## src/hdl/aki_div.sv

```systemverilog
// ------------------------------------------------------------------------
// aki_div
// Restoring divider, one quotient bit per cycle. The caller keeps the
// numerator's upper part below the denominator and holds den stable.
// ------------------------------------------------------------------------
module aki_div #(
   parameter int NUM_W  = 49,
   parameter int DEN_W  = 34,
   parameter int QUOT_W = 17
) (
   input  logic              clock,
   input  logic              reset,
   input  logic              start,
   input  logic [NUM_W-1:0]  num,
   input  logic [DEN_W-1:0]  den,
   output logic              done,
   output logic [QUOT_W-1:0] quot
);

   localparam int CNT_W = $clog2(QUOT_W + 1);

   logic              busy_ff, busy_in;
   logic              done_ff, done_in;
   logic [CNT_W-1:0]  cnt_ff, cnt_in;
   logic [DEN_W-1:0]  rem_ff, rem_in;
   logic [QUOT_W-1:0] q_ff, q_in;
   logic [DEN_W:0]    trial;
   logic              ge;

   // one trial subtraction per cycle
   always_comb begin
      trial   = {rem_ff, q_ff[QUOT_W-1]};
      ge      = (trial >= {1'b0, den});
      busy_in = busy_ff;
      done_in = 1'b0;
      cnt_in  = cnt_ff;
      rem_in  = rem_ff;
      q_in    = q_ff;
      if (start) begin
         busy_in = 1'b1;
         cnt_in  = CNT_W'(QUOT_W);
         rem_in  = DEN_W'(num[NUM_W-1:QUOT_W]);
         q_in    = num[QUOT_W-1:0];
      end else if (busy_ff) begin
         rem_in = ge ? DEN_W'(trial - {1'b0, den}) : trial[DEN_W-1:0];
         q_in   = {q_ff[QUOT_W-2:0], ge};
         cnt_in = cnt_ff - CNT_W'(1);
         if (cnt_ff == CNT_W'(1)) begin
            busy_in = 1'b0;
            done_in = 1'b1;
         end
      end
   end

   always_ff @(posedge clock) begin
      if (reset) begin
         busy_ff <= 1'b0;
         done_ff <= 1'b0;
         cnt_ff  <= '0;
      end else begin
         busy_ff <= busy_in;
         done_ff <= done_in;
         cnt_ff  <= cnt_in;
      end
   end

   always_ff @(posedge clock) begin
      rem_ff <= rem_in;
      q_ff   <= q_in;
   end

   assign done = done_ff;
   assign quot = q_ff;

endmodule

```

## config.mk

```make
export PLATFORM = sky130hd
export DESIGN_NAME = aki_div
export DESIGN_NICKNAME = d
export VERILOG_FILES = /design/src/hdl/aki_div.sv
export SDC_FILE = /design/constraint.sdc
export NUM_CORES = 1
export LEC_CHECK = 0
export BUFFER_PORTS_ARGS = -buffer_cell sky130_fd_sc_hd__buf_2
export CELL_PAD_IN_SITES_DETAIL_PLACEMENT = 0
export CELL_PAD_IN_SITES_GLOBAL_PLACEMENT = 2
export CORE_ASPECT_RATIO = 0.5
export CORE_MARGIN = 8
export CORE_UTILIZATION = 30
export DETAILED_ROUTE_END_ITERATION = 8
export MAX_ROUTING_LAYER = met4
export PLACE_DENSITY = 0.86
export SYNTH_ARGS = -nofsm -noshare
export SYNTH_HDL_FRONTEND = slang
export SYNTH_SLANG_ARGS = --single-unit
export TNS_END_PERCENT = 10
```

## constraint.sdc

```tcl
create_clock -name clock -period 3.6 [get_ports clock]
set_input_delay 1.08 -clock clock [delete_from_list [all_inputs] [get_ports clock]]
set_output_delay 1.08 -clock clock [all_outputs]
set_load 0.02 [all_outputs]
```

## Word level (Yosys, flattened, before mapping)

Cells that the tools add are included.
W data, S select, Z words.

| word-level totals | value |
|---|---|
| register bits | 58 |
| word-level logic and storage cells | 26 |

| operators by class | value |
|---|---|
| reduce and logical (&&, ||, !) cells | 3 |
| eq/ne operators | 1 |
| $add $sub $neg | 2 |
| order comparisons | 1 |
| muxes and demuxes | 11 |
| bitwise logic cells | 1 |

Operators by type and width:

| kind | number |
|---|---|
| $mux W32 | 2 |
| $ge A35 B34 Y1 | 1 |
| $mux W17 | 2 |
| $mux W34 | 1 |
| $sub A34 B34 Y34 | 1 |
| $mux W5 | 2 |
| $eq A5 B1 Y1 const B | 1 |
| $sub A5 B1 Y5 const B | 1 |
| $mux W1 | 4 |
| $reduce_or A3 Y1 | 1 |
| $reduce_bool A2 Y1 | 1 |
| $reduce_or A2 Y1 | 1 |
| $not A1 Y1 | 1 |

## Depth between registers and ports, before layout

Gate-level depths: netlist of the first run.

| logic depth | value |
|---|---|
| word-level depth | 4 |
| mapped depth | 14 |
| gate-level depth less buffers | 12 |

## Worst setup path after synthesis of the first run

OpenSTA, ideal clock, no wires.

| timing | value |
|---|---|
| path kind | input-to-reg |
| from | in den[6] |
| to | reg q_ff[0] (netlist: quot[0]) (data pin) |
| arrival time | 3559 ps |
| setup time | 260 ps |
| path buffers | 3 |
| stages on the path | 13 |
| slack | -218 ps |
| data required time | 3340 ps |
| path through | inv_1 -> ha_1 -> buf_2 -> a21o_1 -> o2bb2ai_1 -> o31ai_2 -> a311o_1 -> a211oi_2 -> o2111a_2 -> or2_1 -> buf_2 -> buf_6 -> mux2_2 |

| on the way | value |
|---|---|
| longest elaborated chain between the ends | 3 |

Ends and longest elaborated chain:

| element | line | source |
|---|---|---|
| from (decl) | 15 | `input logic [DEN_W-1:0] den,` |
| $ge A35 B34 Y1 | 33 | `ge = (trial >= {1'b0, den});` |
| $mux W17 | 44 | `end else if (busy_ff) begin` |
| $mux W17 | 39 | `if (start) begin` |
| named net q_in[0] | 26 | `logic [QUOT_W-1:0] q_ff, q_in;` |
| to (signal assigned) | 69 | `q_ff <= q_in;` |
| to (decl) | 26 |  |

The timed path passes the listed nets, and every way through them passes these cells. The select of a mux whose other input is x is not followed.
A chain may end at the register's enable or synchronous reset.

## Final worst setup path of the first run

| timing | value |
|---|---|
| from | in den[6] |
| to | reg rem_ff[0] (data pin) |

| on the way | value |
|---|---|
| longest elaborated chain between the ends | 4 |

Ends and longest elaborated chain:

| element | line | source |
|---|---|---|
| $ge A35 B34 Y1 | 33 |  |
| $mux W34 | 45 | `rem_in = ge ? DEN_W'(trial - {1'b0, den}) : trial[DEN_W-1:0];` |
| $mux W32 | 44 |  |
| $mux W32 | 39 |  |
| named net rem_in[0] | 25 | `logic [DEN_W-1:0] rem_ff, rem_in;` |
| to (signal assigned) | 68 | `rem_ff <= rem_in;` |
| to (decl) | 25 |  |

The timed path passes the listed nets, and every way through them passes these cells. The select of a mux whose other input is x is not followed.

==> results of run 1 <==
## power by group
part	switching, mW	internal, mW	leakage [nW]
Sequential	0.0730	0.880	0.562
Combinational	0.960	0.932	2.27
Clock	0.354	0.584	0.154
## Yosys cell counts (all sizes together) (2+ instances only)
cell	instances	area [sq um]
nand2	67	251
edfxtp	49	1470
inv	46	173
nor2	42	158
a21oi	41	205
ha	36	450
a31oi	27	169
clkbuf	26	97.6
o21ai	23	115
mux2	19	214
xnor2	16	140
xor2	16	140
a21o	13	97.6
nor3	13	65.1
nand4	10	62.6
dfxtp	9	180
nand3	9	45.0
a211oi	8	70.1
buf	8	48.8
nor2b	6	37.5
nor4b	6	52.6
nand2b	5	31.3
nor4	4	25.0
o211ai	4	30.0
o21a	4	30.0
o31ai	4	35.0
a2bb2oi	3	26.3
mux2i	3	30.0
o22ai	3	18.8
o41ai	3	26.3
or2	3	18.8
or4	3	22.5
a2111o	2	22.5
a211o	2	17.5
a31o	2	17.5
nor3b	2	15.0
o21bai	2	15.0
o2bb2ai	2	17.5
## area by class of cell
type | count | area, sq um | area share
Multi-Input combinational cell | 420 | 2970 | 0.444
Sequential cell | 58 | 1650 | 0.247
Timing Repair Buffer | 197 | 1300 | 0.195
Tap cell | 204 | 255 | 0.0382
Clock buffer | 10 | 250 | 0.0375
Inverter | 46 | 180 | 0.0270
Clock inverter | 6 | 72.6 | 0.0109
## worst paths after layout
kind	cells after the start	endpoint	slack, ns	start
setup / recovery	13	rem_ff[0]	0.08	den[6]
hold / removal	2	cnt_ff[1]	0.51	cnt_ff[1]
setup reg to reg	14	rem_ff[24]	0.50	quot[16]
hold reg to reg	2	cnt_ff[1]	0.51	cnt_ff[1]
## stage by stage
stage / util / hold WS [ns]
2_1_floorplan: - / 0.469
3_3_place_gp: 0.402 / 0.489
3_5_place_dp: 0.402 / 0.498
4_1_cts: 0.423 / 0.506
5_1_grt: 0.430 / 0.583
6_report: 0.430 / 0.505
## state kept, by name (all words and copies together) (netlist names)
name	cells
cnt_ff	5
done	1
quot	17
rem_ff	34
busy_ff	1
## routing by layer
layer / track usage / routed length [um]
met5: - / 0
met3: 0.0267 / 282
met1: 0.191 / 7420
met4: 0.0312 / 111
met2: 0.240 / 6920
## timing repair
item / CTS / global route
buffers inserted: 0 / 3
endpoints found under the setup margin: 1 / 22
pin swaps: 0 / 8
gates resized for setup: 1 / 16
## kinds of logic (layout without fill, tap and decap cells)
family,after synthesis,in the layout,synth area share
compound gates,153,153,0.209
xor+xnor,32,32,0.0583
fa+ha+maj,37,37,0.0979
buf+inv,80,259,0.0664
flops,58,58,0.344
mux,22,22,0.0508
simple gates,176,176,0.173
## worst min-delay path, stage by stage (launching register included)
cell and delay [ns]:
dfxtp_1 0.32, nor2_1 0.08, a2111oi_0 0.05
==> results.json, run 1 <==
{
  "outcome": "finished clean",
  "coreArea_sq_mm": 0.0155,
  "synth_fp_nets": 681,
  "setup_slack_ns": 0.0837,
  "grt-ovfl-total": 0,
  "final_area_sq_mm": 0.00667,
  "yosys_warnings": 0,
  "antenna_left": 0,
  "cts.sinks": 58,
  "slowest_delay_ns": 0.33,
  "worst_pin_slew_ns": 0.721,
  "grt_setup_unrepaired": "yes",
  "cp-end-kind": "flop",
  "placed_area_sq_mm": 0.00625,
  "first_pass_iters": 4,
  "max_freq_mhz": 284,
  "crit_fanout": 9,
  "synthFlopType": "edfxtp_1",
  "yosysSeqAreaShare": 0.344,
  "final_layout_size_suffix_gt1_frac": 0.357,
  "ys_async_sr_fraction": 0,
  "min_path_type": "flop to flop",
  "crit_buf_inv": 3,
  "crit_top_cell": "a211oi_2",
  "power_mw": 3.78,
  "final_common_cell": "buf_2",
  "ir_worst_vdd_uv": 256,
  "row_count": 32,
  "drv_slew": 0,
  "nFillCells": 1566,
  "final_cell_mix": "buf_2, buf_4, nand2_1",
  "initial_core_util": 0.309,
  "drv_cap": 0,
  "required_ns": 3.68,
  "p_leak_nw": 2.99,
  "final_nets": 855,
  "fp.dieH_um": 105,
  "syn_area_sq_mm": 0.00480,
  "insertion_delay_ns": 0.33,
  "fin_skew_ns": 0.00579,
  "hpwl_mm": 11.7,
  "routed_wirelength_mm": 14.7,
  "grt_max_degree": 35,
  "h-tree-depth": 3,
  "dp_cells": 922,
  "synth_edf_count": 49,
  "cts_buffers": 9,
  "cp_cell_sequence": "buf_2 -> inv_8 -> ha_4 -> nand4_1 -> a211oi_2 -> o31ai_2 -> a311o_1 -> a211oi_2 -> o2111a_2 -> or2_4 -> buf_8 -> a21oi_1 -> mux2_2",
  "place_ws_ns": -0.384,
  "cp_top_family": "compound AO/OA/AOI/OAI gates",
  "crit_arrival_ns": 3.60,
  "ios": 104,
  "diodes": 0,
  "root_buffer": "clkbuf_16",
  "vias": 4638,
  "period_share": 0.977,
  "grt_pass1_wl_mm": 24.6,
  "synthCells": 558,
  "postSynthAreaPerCell_sq_um": 8.61,
  "grt.total_usage": 0.148,
  "die_area_sq_mm": 0.0206,
  "antenna_found_initial": 0,
  "wl_per_cell_um": 15.7,
  "cp_slowest_cell": "a211oi_2",
  "hold_viol_final": 0,
  "synth_seq_cells": 58,
  "setup_viol": 0,
  "cts_buffer_depth": 2,
  "ys_types": 62,
  "die_width_um": 195,
  "cp-start-kind": "input pin",
  "period_needed_ns": 3.52,
  "setup_tns_ns": 0,
  "drtIter0Drc": 180,
  "vias_per_cell": 4.93,
  "syn_to_final_growth_pct": 38.9,
  "criticalPathCategory": "input pin to flop",
  "place_congestion": 0.865,
  "cts_tree": "done",
  "cts.reportedPaths.clkPinSlew_ns": 0.06,
  "relSlewSlack": 0.519,
  "fin_cells": 941,
  "hold_buffers": 0,
  "grt_pass1_vias": 4874,
  "power_density_mw_per_mm2": 567,
  "drc": 0,
  "place.port_buffers": 103
}
(Power assumes the default switching activity.)
==> run 2: changes to the inputs <==
- ABC_AREA: not set -> 1
- CORE_UTILIZATION: 30 -> 28
==> results.json, run 2 <==
{
  "cp-start-kind": "input pin",
  "place.port_buffers": 103,
  "cts_buffer_depth": 2,
  "placed_area_sq_mm": 0.00665,
  "syn_area_sq_mm": 0.00589,
  "antenna_found_initial": 0,
  "relSlewSlack": 0.650,
  "cts_tree": "done",
  "p_leak_nw": 3.83,
  "insertion_delay_ns": 0.34,
  "p_int_mw": 2.16,
  "cts_setup_buffers": 0,
  "drv_cap": 0,
  "yosysSeqAreaShare": 0.280,
  "final_layout_size_suffix_gt1_frac": 0.184,
  "worst_pin_slew_ns": 0.521,
  "rr_worst_depth": 10,
  "yosysTopAreaCellShare": 0.250,
  "final_cell_mix": "nand2_1, inv_1, buf_2",
  "grt_max_degree": 38,
  "switching_share": 0.413,
  "grt_pass1_wl_mm": 30.9,
  "cts.sinks": 58,
  "root_buffer": "clkbuf_16",
  "synth_edf_count": 49,
  "initial_core_util": 0.286,
  "synthFlopType": "edfxtp_1",
  "cts_buffers": 9,
  "synthCells": 896,
  "synth_area_leaders": "edfxtp_1, nand2_1, inv_1",
  "synth_fp_nets": 1019,
  "diodes": 0,
  "whs_ns": 0.466,
  "crit_arrival_ns": 3.04,
  "power_density_mw_per_mm2": 526,
  "regMostFlops": "rem_ff",
  "die_width_um": 221,
  "criticalPathCategory": "input pin to flop",
  "cts.reportedPaths.clkPinSlew_ns": 0.05,
  "yosysTopAreaCell": "edfxtp_1",
  "vias_per_cell": 4.46,
  "crit_fanout": 35,
  "fp.dieH_um": 119,
  "vias": 5678,
  "nFillCells": 2307,
  "ios": 104,
  "hold_buffers": 0,
  "place_congestion": 0.912,
  "routed_wirelength_mm": 18.8,
  "worstReg2RegStart": "rem_ff[27]",
  "final_common_cell": "nand2_1",
  "drc": 0,
  "row_count": 37,
  "fin_skew_ns": 0.0104,
  "setup_viol": 0,
  "final_area_sq_mm": 0.00699,
  "grt-ovfl-total": 0,
  "grt_pass1_vias": 5772,
  "period_needed_ns": 2.95,
  "synthTopCellsByCount": "nand2_1, inv_1, nand3_1",
  "first_pass_iters": 5,
  "yosysMostFrequentCell": "nand2_1",
  "hpwl_mm": 15.0,
  "grt.total_usage": 0.149,
  "largest_reg_flops": 34,
  "cp-end-kind": "flop",
  "max_freq_mhz": 339,
  "grt_setup_unrepaired": "no",
  "die_area_sq_mm": 0.0262,
  "h-tree-depth": 3,
  "antenna_left": 0,
  "hold_viol_final": 0,
  "wl_per_cell_um": 14.8,
  "cts_resized": 0,
  "synth_seq_cells": 58,
  "required_ns": 3.69,
  "setup_tns_ns": 0,
  "yosys_warnings": 0,
  "ys_types": 42,
  "ys_async_sr_fraction": 0,
  "min_path_type": "flop to flop",
  "power_frac_seq": 0.252,
  "period_share": 0.819,
  "drv_slew": 0,
  "hold-path-cell-count": 2,
  "postSynthAreaPerCell_sq_um": 6.58,
  "outcome": "finished clean",
  "crit_start": "den[28]",
  "syn_to_final_growth_pct": 18.6,
  "hp-start": "cnt_ff[4]",
  "pwr-share-clk": 0.274,
  "p_switching_mw": 1.52,
  "ir_worst_vdd_uv": 242,
  "coreArea_sq_mm": 0.0206,
  "drtIter0Drc": 347,
  "final_nets": 1119,
  "combPwrFrac": 0.474
}
==> run 2: cell types whose count changed after synthesis, moves of 22 or more <==
cell	before	now
a31oi_1	27	2
nand2_1	67	351
nand3_1	9	54
nand3b_1	1	40
inv_1	45	153
clkbuf_1	26	4
nand2_2	0	34
==> run 2: path summary, 6_finish.rpt <==
check / to / slack (ns)
worst min register to register: cnt_ff[4] / 0.47
worst max-delay path: rem_ff[1] / 0.65
worst min-delay path: cnt_ff[4] / 0.47
worst max register to register: rem_ff[1] / 1.10
==> run 2: stage by stage <==
step / cells / utilization / setup slack [ns] / total power, mW
after detailed placement: 1258 / 0.323 / 0.310 / 2.68
after global routing: 1274 / 0.339 / 0.438 / 3.97
after floorplan: 896 / - / 0.777 / 2.28
after CTS: 1274 / 0.339 / 0.674 / 3.71
after global placement: 1258 / 0.323 / 0.305 / 2.68
final: 1274 / 0.339 / 0.650 / 3.68
==> run 2: kinds of logic after synthesis <==
group	after synthesis	synth area share
buffers and inverters	176	0.128
AO/OA/AOI/OAI	46	0.0478
XOR/XNOR	18	0.0268
flip-flops	58	0.280
AND/OR/NAND/NOR	561	0.437
adder cells (fa/ha/maj)	37	0.0798
==> run 2: final cells by class <==
type	count	area (sq um)	area share
repair buffers	109	586	0.0838
clock inverters	6	106	0.0152
multi-input cells	662	3490	0.499
well taps	273	342	0.0489
flip-flops and latches	58	1650	0.236
inverters	156	586	0.0838
clock buffers	10	229	0.0328
==> run 2: worst max-delay path, cell delays in order <==
cell and delay (ns):
buf_2 0.08, inv_1 0.03, ha_1 0.36, a21oi_2 0.20
nor2_1 0.08, o21ai_1 0.12, nand3_1 0.12, a21oi_4 0.20
buf_4 0.45, nand3_1 0.13, nand3_1 0.13, nand2_1 0.05
==> run 2: power by group through the flow <==
stage          combinational [mW]  clock, mW  sequential [mW]
2_1_floorplan                1.33          0            0.952
3_3_place_gp                 1.75          0            0.937
3_5_place_dp                 1.74          0            0.938
4_1_cts                      1.75       1.03            0.927
5_1_grt                      1.96       1.07            0.942
6_report                     1.74       1.01            0.926
==> run 2: layer usage <==
metal | global-route usage | part of all wire
met5 | - | 0
met4 | 0.0311 | 0.011
met3 | 0.0264 | 0.034
met2 | 0.222 | 0.42
met1 | 0.207 | 0.53
==> run 3: changes to the inputs <==
- ABC_AREA: 1 -> 0
- CORE_UTILIZATION: 28 -> 30
- PLACE_DENSITY: 0.86 -> 0.83
- clock period: 3.6 -> 3 ns (I/O delays scaled with it)
==> results.json, run 3 (synthesis results as in run 1) <==
{
  "ios": 104,
  "min_path_type": "flop to flop",
  "place_ws_ns": -0.800,
  "grt-ovfl-total": 0,
  "cts_buffers": 9,
  "setup_viol": 33,
  "vias": 4887,
  "h-tree-depth": 3,
  "regMostFlops": "rem_ff",
  "drv_slew": 0,
  "power_density_mw_per_mm2": 684,
  "grt_pass1_wl_mm": 25.1,
  "outcome": "finished, violations left",
  "hpwl_mm": 12.0,
  "grt.total_usage": 0.153,
  "drv_cap": 0,
  "antenna_left": 0,
  "ir_worst_vdd_uv": 247,
  "cts.reportedPaths.clkPinSlew_ns": 0.06,
  "placed_area_sq_mm": 0.00646,
  "diodes": 0,
  "setup_slack_ns": -0.205,
  "max_freq_mhz": 312,
  "wl_per_cell_um": 15.8,
  "routed_wirelength_mm": 15.6,
  "hold_viol_final": 0,
  "coreArea_sq_mm": 0.0155,
  "grt_pass1_vias": 5058,
  "cp-end-kind": "flop",
  "largest_reg_flops": 34,
  "place.port_buffers": 103,
  "violations": "setup timing",
  "final_common_cell": "buf_4",
  "row_count": 32,
  "regArea_sq_mm": 0.00165,
  "criticalPathCategory": "input pin to flop",
  "fp.dieH_um": 105,
  "antenna_found_initial": 0,
  "hold_buffers": 0,
  "required_ns": 3.06,
  "nFillCells": 1503,
  "die_width_um": 195,
  "fin_skew_ns": 0.00913,
  "insertion_delay_ns": 0.33,
  "crit_arrival_ns": 3.27,
  "cts_tree": "done",
  "vias_per_cell": 4.95,
  "die_area_sq_mm": 0.0206,
  "drtIter0Drc": 242,
  "final_layout_size_suffix_gt1_frac": 0.452,
  "p_leak_nw": 3.28,
  "worst_pin_slew_ns": 0.480,
  "cts.sinks": 58,
  "final_cell_mix": "buf_4, buf_2, nand2_1",
  "multi_input_area_sq_mm": 0.00328,
  "crit_fanout": 7,
  "first_pass_iters": 4,
  "place_congestion": 0.881,
  "relSlewSlack": 0.680,
  "root_buffer": "clkbuf_16",
  "cp-start-kind": "input pin",
  "period_needed_ns": 3.21,
  "final_nets": 901,
  "cts_buffer_depth": 2,
  "initial_core_util": 0.309,
  "syn_to_final_growth_pct": 53.8,
  "grt_setup_unrepaired": "yes",
  "grt_max_degree": 32,
  "period_share": 1.07,
  "final_area_sq_mm": 0.00739,
  "drc": 0
}
==> run 3: cell types whose count changed in the layout (fill, tap and decap cells not counted), sizes merged, moves of 25 or more <==
cell | before | now
buf | 109 | 242
a31oi | 2 | 27
inv | 155 | 47
nand3 | 61 | 9
nand3b | 40 | 1
nand2 | 389 | 67
==> run 3: stage by stage <==
stage	power [mW]	TNS (ns)	util	hold slack, ns	instances
2_1_floorplan	2.49	-13.73	-	0.469	558
3_3_place_gp	3.43	-19.71	0.416	0.488	956
3_5_place_dp	3.45	-20.62	0.416	0.497	956
4_1_cts	4.86	-7.40	0.456	0.505	983
5_1_grt	5.38	-8.34	0.476	0.548	987
6_report	5.06	-3.93	0.476	0.507	987
==> run 3: worst paths after layout <==
| kind | start | end | slack [ns] | depth (start not counted) |
|---|---|---|---|---|
| worst min register to register | cnt_ff[1] | cnt_ff[1] | 0.51 | 2 |
| worst max register to register | rem_ff[5] | rem_ff[31] | -0.01 | 11 |
| worst min-delay path | cnt_ff[1] | cnt_ff[1] | 0.51 | 2 |
| worst max-delay path | den[6] | rem_ff[31] | -0.21 | 13 |
==> run 3: routing by layer <==
layer	routed length, um	share of wire	up-vias	track usage
met1	7840	0.50	2316	0.202
met4	147	0.0094	0	0.0296
met5	0	0	-	-
met2	7190	0.46	77	0.245
met3	458	0.029	16	0.0257
li1	-	-	2478	-
==> run 3: cell type report <==
type                       instances  share of cell area
inverter                          46              0.0244
tap                              204              0.0345
clock inverter                     7              0.0139
multi-input combinational        420               0.444
timing repair buffer             243               0.229
clock buffer                       9              0.0305
sequential                        58               0.224
==> run 3: what timing repair did <==
| item | in CTS | in global routing |
|---|---|---|
| buffers inserted | 9 | 4 |
| setup endpoints to repair | 35 | 35 |
| gates cloned | 2 | 0 |
| resized for setup | 40 | 56 |
| pin swaps | 20 | 26 |
==> run 3: critical path, cell delays in order <==
cell and delay [ns]:
buf_8 0.10, inv_8 0.04, ha_4 0.21, a21o_1 0.19, o2bb2ai_2 0.13, o31ai_2 0.27
a311o_1 0.27, a211oi_2 0.10, buf_4 0.14, o31a_1 0.28, or4_1 0.40, a31oi_1 0.15
a21oi_1 0.08
==> run 3: where the power goes <==
group | leakage, nW | switching [mW] | internal [mW] | total [mW]
Sequential | 0.562 | 0.0990 | 1.06 | 1.16
Combinational | 2.56 | 1.32 | 1.42 | 2.74
Clock | 0.156 | 0.425 | 0.735 | 1.16
